`src/hdl/slow_start_exit_detector_core_defines.svh`:
```
// Assertion macros for the slow-start exit detector.
// Used by slow_start_exit_detector_core; no other dependencies.
`ifndef SLOW_START_EXIT_DETECTOR_CORE_DEFINES_SVH
`define SLOW_START_EXIT_DETECTOR_CORE_DEFINES_SVH
`ifndef SYNTHESIS
// Check a condition at every clock edge outside reset.
`define SSED_ASSERT_ALWAYS(lbl, cond, msg) \
	lbl: assert property (@(posedge clk) disable iff (!arst_n) (cond)) else $error(msg);
// Check that a condition in one cycle implies another in the next cycle.
`define SSED_ASSERT_NEXT(lbl, ante, cons, msg) \
	lbl: assert property (@(posedge clk) disable iff (!arst_n) (ante) |=> (cons)) \
		else $error(msg);
`else
`define SSED_ASSERT_ALWAYS(lbl, cond, msg)
`define SSED_ASSERT_NEXT(lbl, ante, cons, msg)
`endif
`endif

```
`src/hdl/ssed_pkg.sv`:
```
// Shared types and constants of the slow-start exit detector.
// Used by slow_start_exit_detector_core; depends on nothing.
`default_nettype none

package ssed_pkg;

	// Default widths of the sequence and RTT datapaths
	localparam int SEQ_BITS_DEF = 64;
	localparam int RTT_BITS_DEF = 32;

	// Event codes
	localparam logic [1:0] EV_SENT    = 2'd0;
	localparam logic [1:0] EV_ACK     = 2'd1;
	localparam logic [1:0] EV_DISABLE = 2'd2;

	// Phase codes
	localparam logic [1:0] PHASE_STD = 2'd0;
	localparam logic [1:0] PHASE_CSS = 2'd1;
	localparam logic [1:0] PHASE_CA  = 2'd2;

	// Configuration port
	localparam int CFG_IDX_BITS  = 3;
	localparam int CFG_DATA_BITS = 20;
	localparam int CFG_THR_BITS  = 20;

	localparam logic [CFG_IDX_BITS-1:0] CFG_MAX_DATAGRAM = 3'd0;
	localparam logic [CFG_IDX_BITS-1:0] CFG_ENABLE       = 3'd1;
	localparam logic [CFG_IDX_BITS-1:0] CFG_MIN_SAMPLES  = 3'd2;
	localparam logic [CFG_IDX_BITS-1:0] CFG_CSS_LIMIT    = 3'd3;
	localparam logic [CFG_IDX_BITS-1:0] CFG_THRESH_FLOOR = 3'd4;
	localparam logic [CFG_IDX_BITS-1:0] CFG_THRESH_CEIL  = 3'd5;

	// Register reset values
	localparam logic [15:0]             RST_MAX_DATAGRAM = 16'd1200;
	localparam logic                    RST_ENABLE       = 1'b1;
	localparam logic [7:0]              RST_MIN_SAMPLES  = 8'd8;
	localparam logic [7:0]              RST_CSS_LIMIT    = 8'd5;
	localparam logic [CFG_THR_BITS-1:0] RST_THRESH_FLOOR = 20'd4000;
	localparam logic [CFG_THR_BITS-1:0] RST_THRESH_CEIL  = 20'd16000;

	// Growth cap of 8 datagrams, divide by 4; RTT threshold is min RTT / 8
	localparam int ACK_LIMIT_SHIFT = 3;
	localparam int GROWTH_SHIFT    = 2;
	localparam int RTT_DIV_SHIFT   = 3;

	localparam logic [7:0] CNT_MAX = 8'hFF;

	typedef struct packed {
		logic [1:0]  mode;
		logic        elicits_ack;
		logic        app_bound;
		logic [63:0] packet_sequence;
		logic        last_in_batch;
		logic        rtt_valid;
		logic [31:0] latest_rtt_us;
		logic [31:0] acked_bytes;
	} in_item_t;

	typedef struct packed {
		logic [63:0] assigned_sequence;
		logic [31:0] window_growth;
		logic [1:0]  phase;
		logic        exit_slow_start;
		logic        in_conservative;
	} out_item_t;

endpackage

`default_nettype wire

```
`src/hdl/slow_start_exit_detector_core.sv`:
```
// Slow-start exit detector: round tracking, mode decisions and growth limit.
// Depends on ssed_pkg and slow_start_exit_detector_core_defines.svh.
//
// The block takes one event per clock cycle, unless in_stall holds it off,
// and returns one result per event. An accepted event sits in an input
// register while the round state is updated by a single pass of compare/add
// logic; the result lands in an output register on the same edge as the state
// update; with the output not stalled, the throughput is one event per cycle.
// The longest path is the RTT threshold add followed by the round-close
// compares on the SEQ_BITS-wide sequence registers. A stalled output holds its
// result while the input register keeps the next event. The configuration
// port is always ready; write it only while no events are in flight.
`default_nettype none
`include "slow_start_exit_detector_core_defines.svh"

module slow_start_exit_detector_core
	import ssed_pkg::*;
#(
	parameter int SEQ_BITS = SEQ_BITS_DEF,
	parameter int RTT_BITS = RTT_BITS_DEF
) (
	input  wire logic                     clk,
	input  wire logic                     arst_n,
	input  wire logic                     in_valid,
	output      logic                     in_stall,
	input  wire in_item_t                 in_data,
	output      logic                     out_valid,
	input  wire logic                     out_stall,
	output      out_item_t                out_data,
	input  wire logic                     cfg_valid,
	output      logic                     cfg_ready,
	input  wire logic [CFG_IDX_BITS-1:0]  cfg_index,
	input  wire logic [CFG_DATA_BITS-1:0] cfg_data
);

	// RTT width as carried by the 32-bit sample field
	localparam int RW = (RTT_BITS < 32) ? RTT_BITS : 32;
	// Width of the threshold sum
	localparam int TW = ((RW > CFG_THR_BITS) ? RW : CFG_THR_BITS) + 1;

	// Configuration registers
	logic [15:0]             cfg_mds_q;
	logic                    cfg_en_q;
	logic [7:0]              cfg_min_samples_q;
	logic [7:0]              cfg_css_limit_q;
	logic [CFG_THR_BITS-1:0] cfg_floor_q;
	logic [CFG_THR_BITS-1:0] cfg_ceil_q;

	// Pipeline registers
	logic      s1_valid;
	in_item_t  item_s1;
	logic      out_valid_q;
	out_item_t out_q;
	logic      adv;

	// Detector state
	logic [SEQ_BITS-1:0] next_seq_q, latest_sent_q, batch_max_q, round_end_q, entry_end_q;
	logic                ls_valid_q, batch_valid_q, re_valid_q, entry_valid_q;
	logic [RW-1:0]       round_min_q, prev_min_q, base_rtt_q;
	logic                rmin_valid_q, prev_valid_q, base_valid_q;
	logic [7:0]          sample_cnt_q, css_cnt_q;
	logic [1:0]          phase_q;
	logic                exit_q, disabled_q;

	// Next-state values
	logic [SEQ_BITS-1:0] n_next_seq, n_latest_sent, n_batch_max, n_round_end, n_entry_end;
	logic                n_ls_valid, n_batch_valid, n_re_valid, n_entry_valid;
	logic [RW-1:0]       n_round_min, n_prev_min, n_base_rtt;
	logic                n_rmin_valid, n_prev_valid, n_base_valid;
	logic [7:0]          n_sample_cnt, n_css_cnt;
	logic [1:0]          n_phase;
	logic                n_exit, n_disabled;

	// Working values of the update
	logic [SEQ_BITS-1:0] seq, assigned, done_seq;
	logic [RW-1:0]       rtt;
	logic                enabled, enough, qualify, do_close;
	logic [TW-1:0]       th, th_sum;
	logic [31:0]         lim, growth, capped;

	// Hold configuration writes; the port never backs up
	assign cfg_ready = 1'b1;

	always_ff @(posedge clk or negedge arst_n) begin
		if (!arst_n) begin
			cfg_mds_q         <= RST_MAX_DATAGRAM;
			cfg_en_q          <= RST_ENABLE;
			cfg_min_samples_q <= RST_MIN_SAMPLES;
			cfg_css_limit_q   <= RST_CSS_LIMIT;
			cfg_floor_q       <= RST_THRESH_FLOOR;
			cfg_ceil_q        <= RST_THRESH_CEIL;
		end else if (cfg_valid && cfg_ready) begin
			unique case (cfg_index)
				CFG_MAX_DATAGRAM: cfg_mds_q         <= cfg_data[15:0];
				CFG_ENABLE:       cfg_en_q          <= cfg_data[0];
				CFG_MIN_SAMPLES:  cfg_min_samples_q <= cfg_data[7:0];
				CFG_CSS_LIMIT:    cfg_css_limit_q   <= cfg_data[7:0];
				CFG_THRESH_FLOOR: cfg_floor_q       <= cfg_data[CFG_THR_BITS-1:0];
				CFG_THRESH_CEIL:  cfg_ceil_q        <= cfg_data[CFG_THR_BITS-1:0];
				default: ;
			endcase
		end
	end

	// Advance the input register whenever the output register can take a result
	assign adv      = s1_valid && (!out_valid_q || !out_stall);
	assign in_stall = s1_valid && !adv;

	always_ff @(posedge clk or negedge arst_n) begin
		if (!arst_n) begin
			s1_valid <= 1'b0;
		end else if (in_valid && !in_stall) begin
			s1_valid <= 1'b1;
		end else if (adv) begin
			s1_valid <= 1'b0;
		end
	end

	always_ff @(posedge clk) begin
		if (in_valid && !in_stall) begin
			item_s1 <= in_data;
		end
	end

	// Decode the transaction and compute the next detector state
	always_comb begin
		n_next_seq    = next_seq_q;
		n_latest_sent = latest_sent_q;
		n_ls_valid    = ls_valid_q;
		n_batch_max   = batch_max_q;
		n_batch_valid = batch_valid_q;
		n_round_end   = round_end_q;
		n_re_valid    = re_valid_q;
		n_entry_end   = entry_end_q;
		n_entry_valid = entry_valid_q;
		n_round_min   = round_min_q;
		n_rmin_valid  = rmin_valid_q;
		n_prev_min    = prev_min_q;
		n_prev_valid  = prev_valid_q;
		n_base_rtt    = base_rtt_q;
		n_base_valid  = base_valid_q;
		n_sample_cnt  = sample_cnt_q;
		n_css_cnt     = css_cnt_q;
		n_phase       = phase_q;
		n_exit        = exit_q;
		n_disabled    = disabled_q;

		seq      = item_s1.packet_sequence[SEQ_BITS-1:0];
		rtt      = item_s1.latest_rtt_us[RW-1:0];
		enabled  = cfg_en_q && !disabled_q;
		qualify  = item_s1.elicits_ack && !item_s1.app_bound && (seq != '0);
		assigned = '0;
		done_seq = '0;
		enough   = 1'b0;
		do_close = 1'b0;
		growth   = '0;

		// Rise threshold: previous minimum / 8, clamped to ceiling then floor
		th = TW'(prev_min_q >> RTT_DIV_SHIFT);
		if (th > TW'(cfg_ceil_q)) begin
			th = TW'(cfg_ceil_q);
		end
		if (th < TW'(cfg_floor_q)) begin
			th = TW'(cfg_floor_q);
		end
		th_sum = TW'(prev_min_q) + th;

		// Conservative growth limit
		lim    = 32'(cfg_mds_q) << ACK_LIMIT_SHIFT;
		capped = (item_s1.acked_bytes > lim) ? lim : item_s1.acked_bytes;

		unique case (item_s1.mode)
			EV_SENT: begin
				// Number ack-eliciting packets
				if (item_s1.elicits_ack) begin
					assigned   = next_seq_q;
					n_next_seq = next_seq_q + SEQ_BITS'(1);
					if (!ls_valid_q || (next_seq_q > latest_sent_q)) begin
						n_latest_sent = next_seq_q;
					end
					n_ls_valid = 1'b1;
				end
			end
			EV_ACK: begin
				// Fold the largest qualifying sequence of the batch
				if (qualify) begin
					if (!batch_valid_q || (seq > batch_max_q)) begin
						n_batch_max = seq;
					end
					n_batch_valid = 1'b1;
				end
				if (item_s1.last_in_batch) begin
					if (enabled && item_s1.rtt_valid && n_batch_valid) begin
						// Open a round if none is running
						if (!re_valid_q) begin
							n_round_end = (ls_valid_q && (latest_sent_q > n_batch_max)) ?
								latest_sent_q : n_batch_max;
							n_re_valid = 1'b1;
						end
						// Update the round minimum and sample count
						if (!rmin_valid_q || (rtt < round_min_q)) begin
							n_round_min = rtt;
						end
						n_rmin_valid = 1'b1;
						if (sample_cnt_q != CNT_MAX) begin
							n_sample_cnt = sample_cnt_q + 8'd1;
						end
						enough = (n_sample_cnt >= cfg_min_samples_q);

						// Enter conservative mode on an RTT rise
						if (phase_q == PHASE_STD) begin
							if (enough && prev_valid_q && (TW'(n_round_min) >= th_sum)) begin
								n_phase       = PHASE_CSS;
								n_base_rtt    = n_round_min;
								n_base_valid  = 1'b1;
								n_entry_end   = n_round_end;
								n_entry_valid = n_re_valid;
								n_css_cnt     = 8'd1;
							end
						end
						// Resume standard mode on an RTT drop
						if (phase_q == PHASE_CSS) begin
							if (enough && base_valid_q && (n_round_min < base_rtt_q)) begin
								n_phase       = PHASE_STD;
								n_base_rtt    = '0;
								n_base_valid  = 1'b0;
								n_entry_end   = '0;
								n_entry_valid = 1'b0;
								n_css_cnt     = '0;
							end
						end

						// Close the round once the batch reaches its end
						do_close = ((phase_q == PHASE_STD) || (phase_q == PHASE_CSS)) &&
							n_re_valid && (n_batch_max >= n_round_end);
						if (do_close) begin
							done_seq     = n_round_end;
							n_prev_min   = n_round_min;
							n_prev_valid = n_rmin_valid;
							n_round_min  = '0;
							n_rmin_valid = 1'b0;
							n_sample_cnt = '0;
							if (ls_valid_q && (latest_sent_q > done_seq)) begin
								n_round_end = latest_sent_q;
							end else begin
								n_round_end = '0;
								n_re_valid  = 1'b0;
							end
							// Count conservative rounds, skipping the entry round
							if (n_phase == PHASE_CSS) begin
								if (n_entry_valid && (n_entry_end == done_seq)) begin
									n_entry_valid = 1'b0;
									n_entry_end   = '0;
								end else begin
									if (n_css_cnt != CNT_MAX) begin
										n_css_cnt = n_css_cnt + 8'd1;
									end
									if (n_css_cnt >= cfg_css_limit_q) begin
										n_phase = PHASE_CA;
										n_exit  = 1'b1;
									end
								end
							end
						end
					end
					n_batch_max   = '0;
					n_batch_valid = 1'b0;
				end
				// Growth under the mode in force after the update
				growth = (enabled && (n_phase == PHASE_CSS)) ?
					(capped >> GROWTH_SHIFT) : item_s1.acked_bytes;
			end
			EV_DISABLE: begin
				// Drop the mode; round tracking is kept
				n_disabled    = 1'b1;
				n_phase       = PHASE_STD;
				n_exit        = 1'b0;
				n_entry_end   = '0;
				n_entry_valid = 1'b0;
				n_base_rtt    = '0;
				n_base_valid  = 1'b0;
				n_css_cnt     = '0;
			end
			default: ;
		endcase
	end

	// Commit the state update with the result
	always_ff @(posedge clk or negedge arst_n) begin
		if (!arst_n) begin
			next_seq_q    <= SEQ_BITS'(1);
			latest_sent_q <= '0;
			ls_valid_q    <= 1'b0;
			batch_max_q   <= '0;
			batch_valid_q <= 1'b0;
			round_end_q   <= '0;
			re_valid_q    <= 1'b0;
			entry_end_q   <= '0;
			entry_valid_q <= 1'b0;
			round_min_q   <= '0;
			rmin_valid_q  <= 1'b0;
			prev_min_q    <= '0;
			prev_valid_q  <= 1'b0;
			base_rtt_q    <= '0;
			base_valid_q  <= 1'b0;
			sample_cnt_q  <= '0;
			css_cnt_q     <= '0;
			phase_q       <= PHASE_STD;
			exit_q        <= 1'b0;
			disabled_q    <= 1'b0;
		end else if (adv) begin
			next_seq_q    <= n_next_seq;
			latest_sent_q <= n_latest_sent;
			ls_valid_q    <= n_ls_valid;
			batch_max_q   <= n_batch_max;
			batch_valid_q <= n_batch_valid;
			round_end_q   <= n_round_end;
			re_valid_q    <= n_re_valid;
			entry_end_q   <= n_entry_end;
			entry_valid_q <= n_entry_valid;
			round_min_q   <= n_round_min;
			rmin_valid_q  <= n_rmin_valid;
			prev_min_q    <= n_prev_min;
			prev_valid_q  <= n_prev_valid;
			base_rtt_q    <= n_base_rtt;
			base_valid_q  <= n_base_valid;
			sample_cnt_q  <= n_sample_cnt;
			css_cnt_q     <= n_css_cnt;
			phase_q       <= n_phase;
			exit_q        <= n_exit;
			disabled_q    <= n_disabled;
		end
	end

	// Output register: load on advance, drop once taken
	always_ff @(posedge clk or negedge arst_n) begin
		if (!arst_n) begin
			out_valid_q <= 1'b0;
		end else if (adv) begin
			out_valid_q <= 1'b1;
		end else if (out_valid_q && !out_stall) begin
			out_valid_q <= 1'b0;
		end
	end

	always_ff @(posedge clk) begin
		if (adv) begin
			out_q.assigned_sequence <= 64'(assigned);
			out_q.window_growth     <= growth;
			out_q.phase             <= n_phase;
			out_q.exit_slow_start   <= n_exit;
			out_q.in_conservative   <= cfg_en_q && !n_disabled && (n_phase == PHASE_CSS);
		end
	end

	assign out_valid = out_valid_q;
	assign out_data  = out_q;

	// Exit flag is set exactly while in congestion avoidance
	`SSED_ASSERT_ALWAYS(a_exit_phase, exit_q == (phase_q == PHASE_CA), "exit flag mismatch")
	// No conservative round count survives in standard mode
	`SSED_ASSERT_ALWAYS(a_std_count, phase_q != PHASE_STD || css_cnt_q == '0, "stray round count")
	// Baseline exists exactly outside standard mode
	`SSED_ASSERT_ALWAYS(a_baseline, base_valid_q == (phase_q != PHASE_STD), "baseline mismatch")
	// A held input transaction is not lost while the output is stalled
	`SSED_ASSERT_NEXT(a_hold_s1, in_stall, s1_valid, "held transaction lost")

endmodule

`default_nettype wire

```
`config.mk`:
```
export PLATFORM = sky130hd
export DESIGN_NAME = slow_start_exit_detector_core
export DESIGN_NICKNAME = d
export VERILOG_FILES = /design/src/hdl/ssed_pkg.sv /design/src/hdl/slow_start_exit_detector_core.sv
export VERILOG_INCLUDE_DIRS = /design/src /design/src/hdl
export SDC_FILE = /design/constraint.sdc
export NUM_CORES = 2
export LEC_CHECK = 0
export BUFFER_PORTS_ARGS = -buffer_cell sky130_fd_sc_hd__buf_4
export CELL_PAD_IN_SITES_DETAIL_PLACEMENT = 1
export CELL_PAD_IN_SITES_GLOBAL_PLACEMENT = 2
export CORE_ASPECT_RATIO = 0.9
export CORE_UTILIZATION = 36
export DETAILED_ROUTE_END_ITERATION = 16
export PLACE_DENSITY = 0.85
export SLEW_MARGIN = 20
export SYNTH_ARGS = -nofsm -noshare
export SYNTH_HDL_FRONTEND = slang
export SYNTH_SLANG_ARGS = --single-unit
```
`constraint.sdc`:
```
create_clock -name clk -period 15 [get_ports clk]
set_clock_uncertainty 0.1 [all_clocks]
set_input_delay 2.25 -clock clk [delete_from_list [all_inputs] [get_ports clk]]
set_output_delay 2.25 -clock clk [all_outputs]
set_load 0.005 [all_outputs]
```
==> results.json <==
{
  "drt-total-wl_um": 202000,
  "via_count_of_the_first_global_routing_pass": 41800,
  "highest_clock_rate_ghz": 0.0709,
  "cts_tree": "built",
  "post_drt_via_cell_ratio": 6.07,
  "yosys_most_used_dff": "dfrtp_1",
  "grt_max_degree": 161,
  "yosys_warnings": 0,
  "synth_area_um2": 47500,
  "detailedPlacementHpwl_um": 154000,
  "status": "finished clean",
  "finalSetupTns_ns": 0,
  "post_synth.cell_area_avg_um2": 9.69,
  "layout_min_cycle_time_ns": 14.10,
  "netlist-cell-type-count": 93,
  "ys_seq_elements": 752,
  "ys_seq_area_share_pct": 42.1,
  "ant_nets": 0,
  "cp_max_fo": 8,
  "drc": 0,
  "number_of_antenna_violations_at_the_first_check_in_global_routing": 13,
  "drt_pass1_iterations": 6,
  "dp.cells": 6788,
  "crit_top_cell": "a21o_1",
  "timing.critical_path.slowest_stage_cell": "or4_4",
  "final_layout_size_suffix_gt1_share_pct": 13.9,
  "clk_pin_slew_worst_paths_ns": 0.06,
  "numPortBuffers": 263,
  "global_route.overflow_total": 0,
  "path_class": "flip-flop to flip-flop",
  "hold_slack_ns": 0.379,
  "worst-slew-pin-transition_ns": 1.14,
  "critical_path.endpoint_type": "flip-flop",
  "report.final.slew_viol_count": 0,
  "clock_net_sink_count": 752,
  "num_io_pins": 265,
  "hold_viol": 0,
  "finalNetCount": 5852,
  "final.fill_count": 14700,
  "row_count": 126,
  "asyncSetResetFlopFracSynth_pct": 68.9,
  "post_drt_wl_per_cell_um": 29.0,
  "ir_drop_uv": 89.4,
  "arrival_ns": 14.48,
  "first_iter_violations": 4547,
  "p_total_mw": 6.57,
  "die_h_um": 347,
  "slowest_delay_ns": 0.50,
  "track_usage_pct": 29.9,
  "report.final.setup_viol": 0,
  "hp-class": "flip-flop to flip-flop",
  "layout.cells.most_common_list": "ha_1 (518), dfrtp_1 (495), inv_1 (469), nand2_1 (383), buf_4 (357)",
  "worst_setup_path_start_kind": "flip-flop",
  "clock_tree.root_cell": "clkbuf_16",
  "overall_die_area_um2": 133000,
  "cts_buffers": 92,
  "start_util_pct": 36.3,
  "critPathRequiredTime_ns": 15.38,
  "first_pass_grt_wire_length_um": 295000,
  "pwr_density_cell_nw_per_um2": 119,
  "cells_on_worst_reg2reg_path": 76,
  "rrSetupSlack_ns": 0.90,
  "leakage_nw": 24.7,
  "overall_via_count_from_detail_route": 42400,
  "synthToLayoutAreaGrowth_pct": 16.3,
  "layout.cells.most_common": "ha_1",
  "clock_path_buffers": 3,
  "min_period_over_period_pct": 94.0,
  "worst_hold_path.num_cells": 1,
  "h-tree-depth": 3,
  "clk-insertion-delay-late_ns": 0.75,
  "timing.max_slew.rel_slack_pct": 23.4,
  "post_synth_inst_count": 4903,
  "max_cap_violations": 0,
  "gp_congestion": 1.04,
  "layout.cells.non_filler": 6981,
  "die-width_um": 385,
  "synth_edf_count": 234,
  "floorplan.core_area_um2": 131000
}
[Yosys cell counts (all sizes together), types with 17 or more instances]
master   count  area, um^2
mux2       118        1330
nand3      131         666
dfrtp      497       12400
mux2i       83         831
edfxtp     234        7030
a21oi      268        1340
a211oi      63         483
a221oi      33         289
o31ai       46         350
o2bb2ai     79         692
a311oi      17         149
buf         46         250
o21a        23         173
a22oi       22         165
ha         520        6510
inv        471        1770
a21o       103         773
xor2        30         263
and3       107         674
nor2b       59         369
a31oi       64         400
nand4      112         701
clkbuf     159         598
nor3        47         246
and2        36         225
o22ai      167        1040
dfstp       21         552
nor2       245         920
nand2      387        1460
o211ai      23         178
nor4        46         288
nand2b      54         338
o21ai      313        1570
xnor2       70         613
[final timing paths]
| path | endpoint | startpoint |
|---|---|---|
| hold reg to reg | disabled_q | disabled_q |
| setup / recovery | out_data[25] | prev_min_q[4] |
| max in group asynchronous | round_end_q[8] | arst_n |
| hold / removal | disabled_q | disabled_q |
| min in group asynchronous | round_min_q[19] | arst_n |
| setup reg to reg | out_data[25] | prev_min_q[4] |
[sequential cells by signal, indices dropped and copies added, names as in the netlist, 16 cells and up]
register       flops
out_data         100
batch_max_q       64
entry_end_q       64
latest_sent_q     64
next_seq_q        64
round_end_q       64
seq               64
item_s1           38
base_rtt_q        32
prev_min_q        32
round_min_q       32
rtt               32
cfg_ceil_q        20
cfg_floor_q       20
cfg_mds_q         16
[critical path: cells and delay by family, from the launching register on]
| kind | cells | cell delay, ns |
|---|---|---|
| mux | 1 | 0.35 |
| xor+xnor | 2 | 0.34 |
| buf+inv | 4 | 0.66 |
| simple gates | 22 | 3.04 |
| compound gates | 41 | 7.13 |
| flops | 1 | 0.44 |
| fa+ha+maj | 6 | 1.77 |
[repair_timing]
item                                    CTS  global route
resized for setup                        10            40
setup buffers                             4             8
pin swaps                                 3            20
endpoints found under the setup margin   33            39
gates cloned                              1             2
endpoints found under the hold margin     0             0
hold buffers                              0             0
[stage by stage]
| step | instance area, um^2 | util [%] | worst slack [ns] |
|---|---|---|---|
| floorplan | 47600 | - | 1.08 |
| global placement | 51700 | 39.5 | -0.216 |
| detailed placement | 51700 | 39.5 | -0.558 |
| CTS | 55000 | 42.0 | 0.00980 |
| global route | 55300 | 42.2 | -0.0280 |
| finish | 55300 | 42.2 | 0.904 |
[kinds of logic (layout without fill, tap and decap cells)]
family	after synthesis	in the layout	synth area share [%]
buf+inv	676	1011	5.51
fa+ha+maj	521	521	13.7
flops	752	752	42.1
compound gates	1367	1369	18.8
simple gates	1284	1285	13.4
mux	201	201	4.54
other cells	2	14	0.0158
xor+xnor	100	100	1.84
[power breakdown]
part           total, mW  switching (mW)  internal [mW]
clock network       2.43           0.992           1.44
logic               1.72            1.14          0.580
registers           2.42           0.134           2.28
total               6.57            2.27           4.30
[area by class of cell]
cell class                 instances  area [um^2]  area share, %
tap                             1728         2160           3.91
inverter                         471         1770           3.20
multi-input combinational       3486        25200           45.7
clock inverter                    54          748           1.35
clock buffer                     120         2490           4.50
timing repair buffer             366         2840           5.13
antenna                            4         10.0         0.0181
sequential                       752        20000           36.2
[per-layer routing]
metal | up-vias | GRT usage [%] | wire [um] | part of all wire (%)
li1 | 18600 | - | - | -
met3 | 392 | 6.70 | 19200 | 9.5
met4 | 14 | 10.4 | 7960 | 3.9
met1 | 21500 | 44.0 | 91400 | 45
met5 | - | 0 | 98 | 0.048
met2 | 1811 | 42.6 | 83600 | 41
Note: power is estimated with default switching activity, not from simulation.
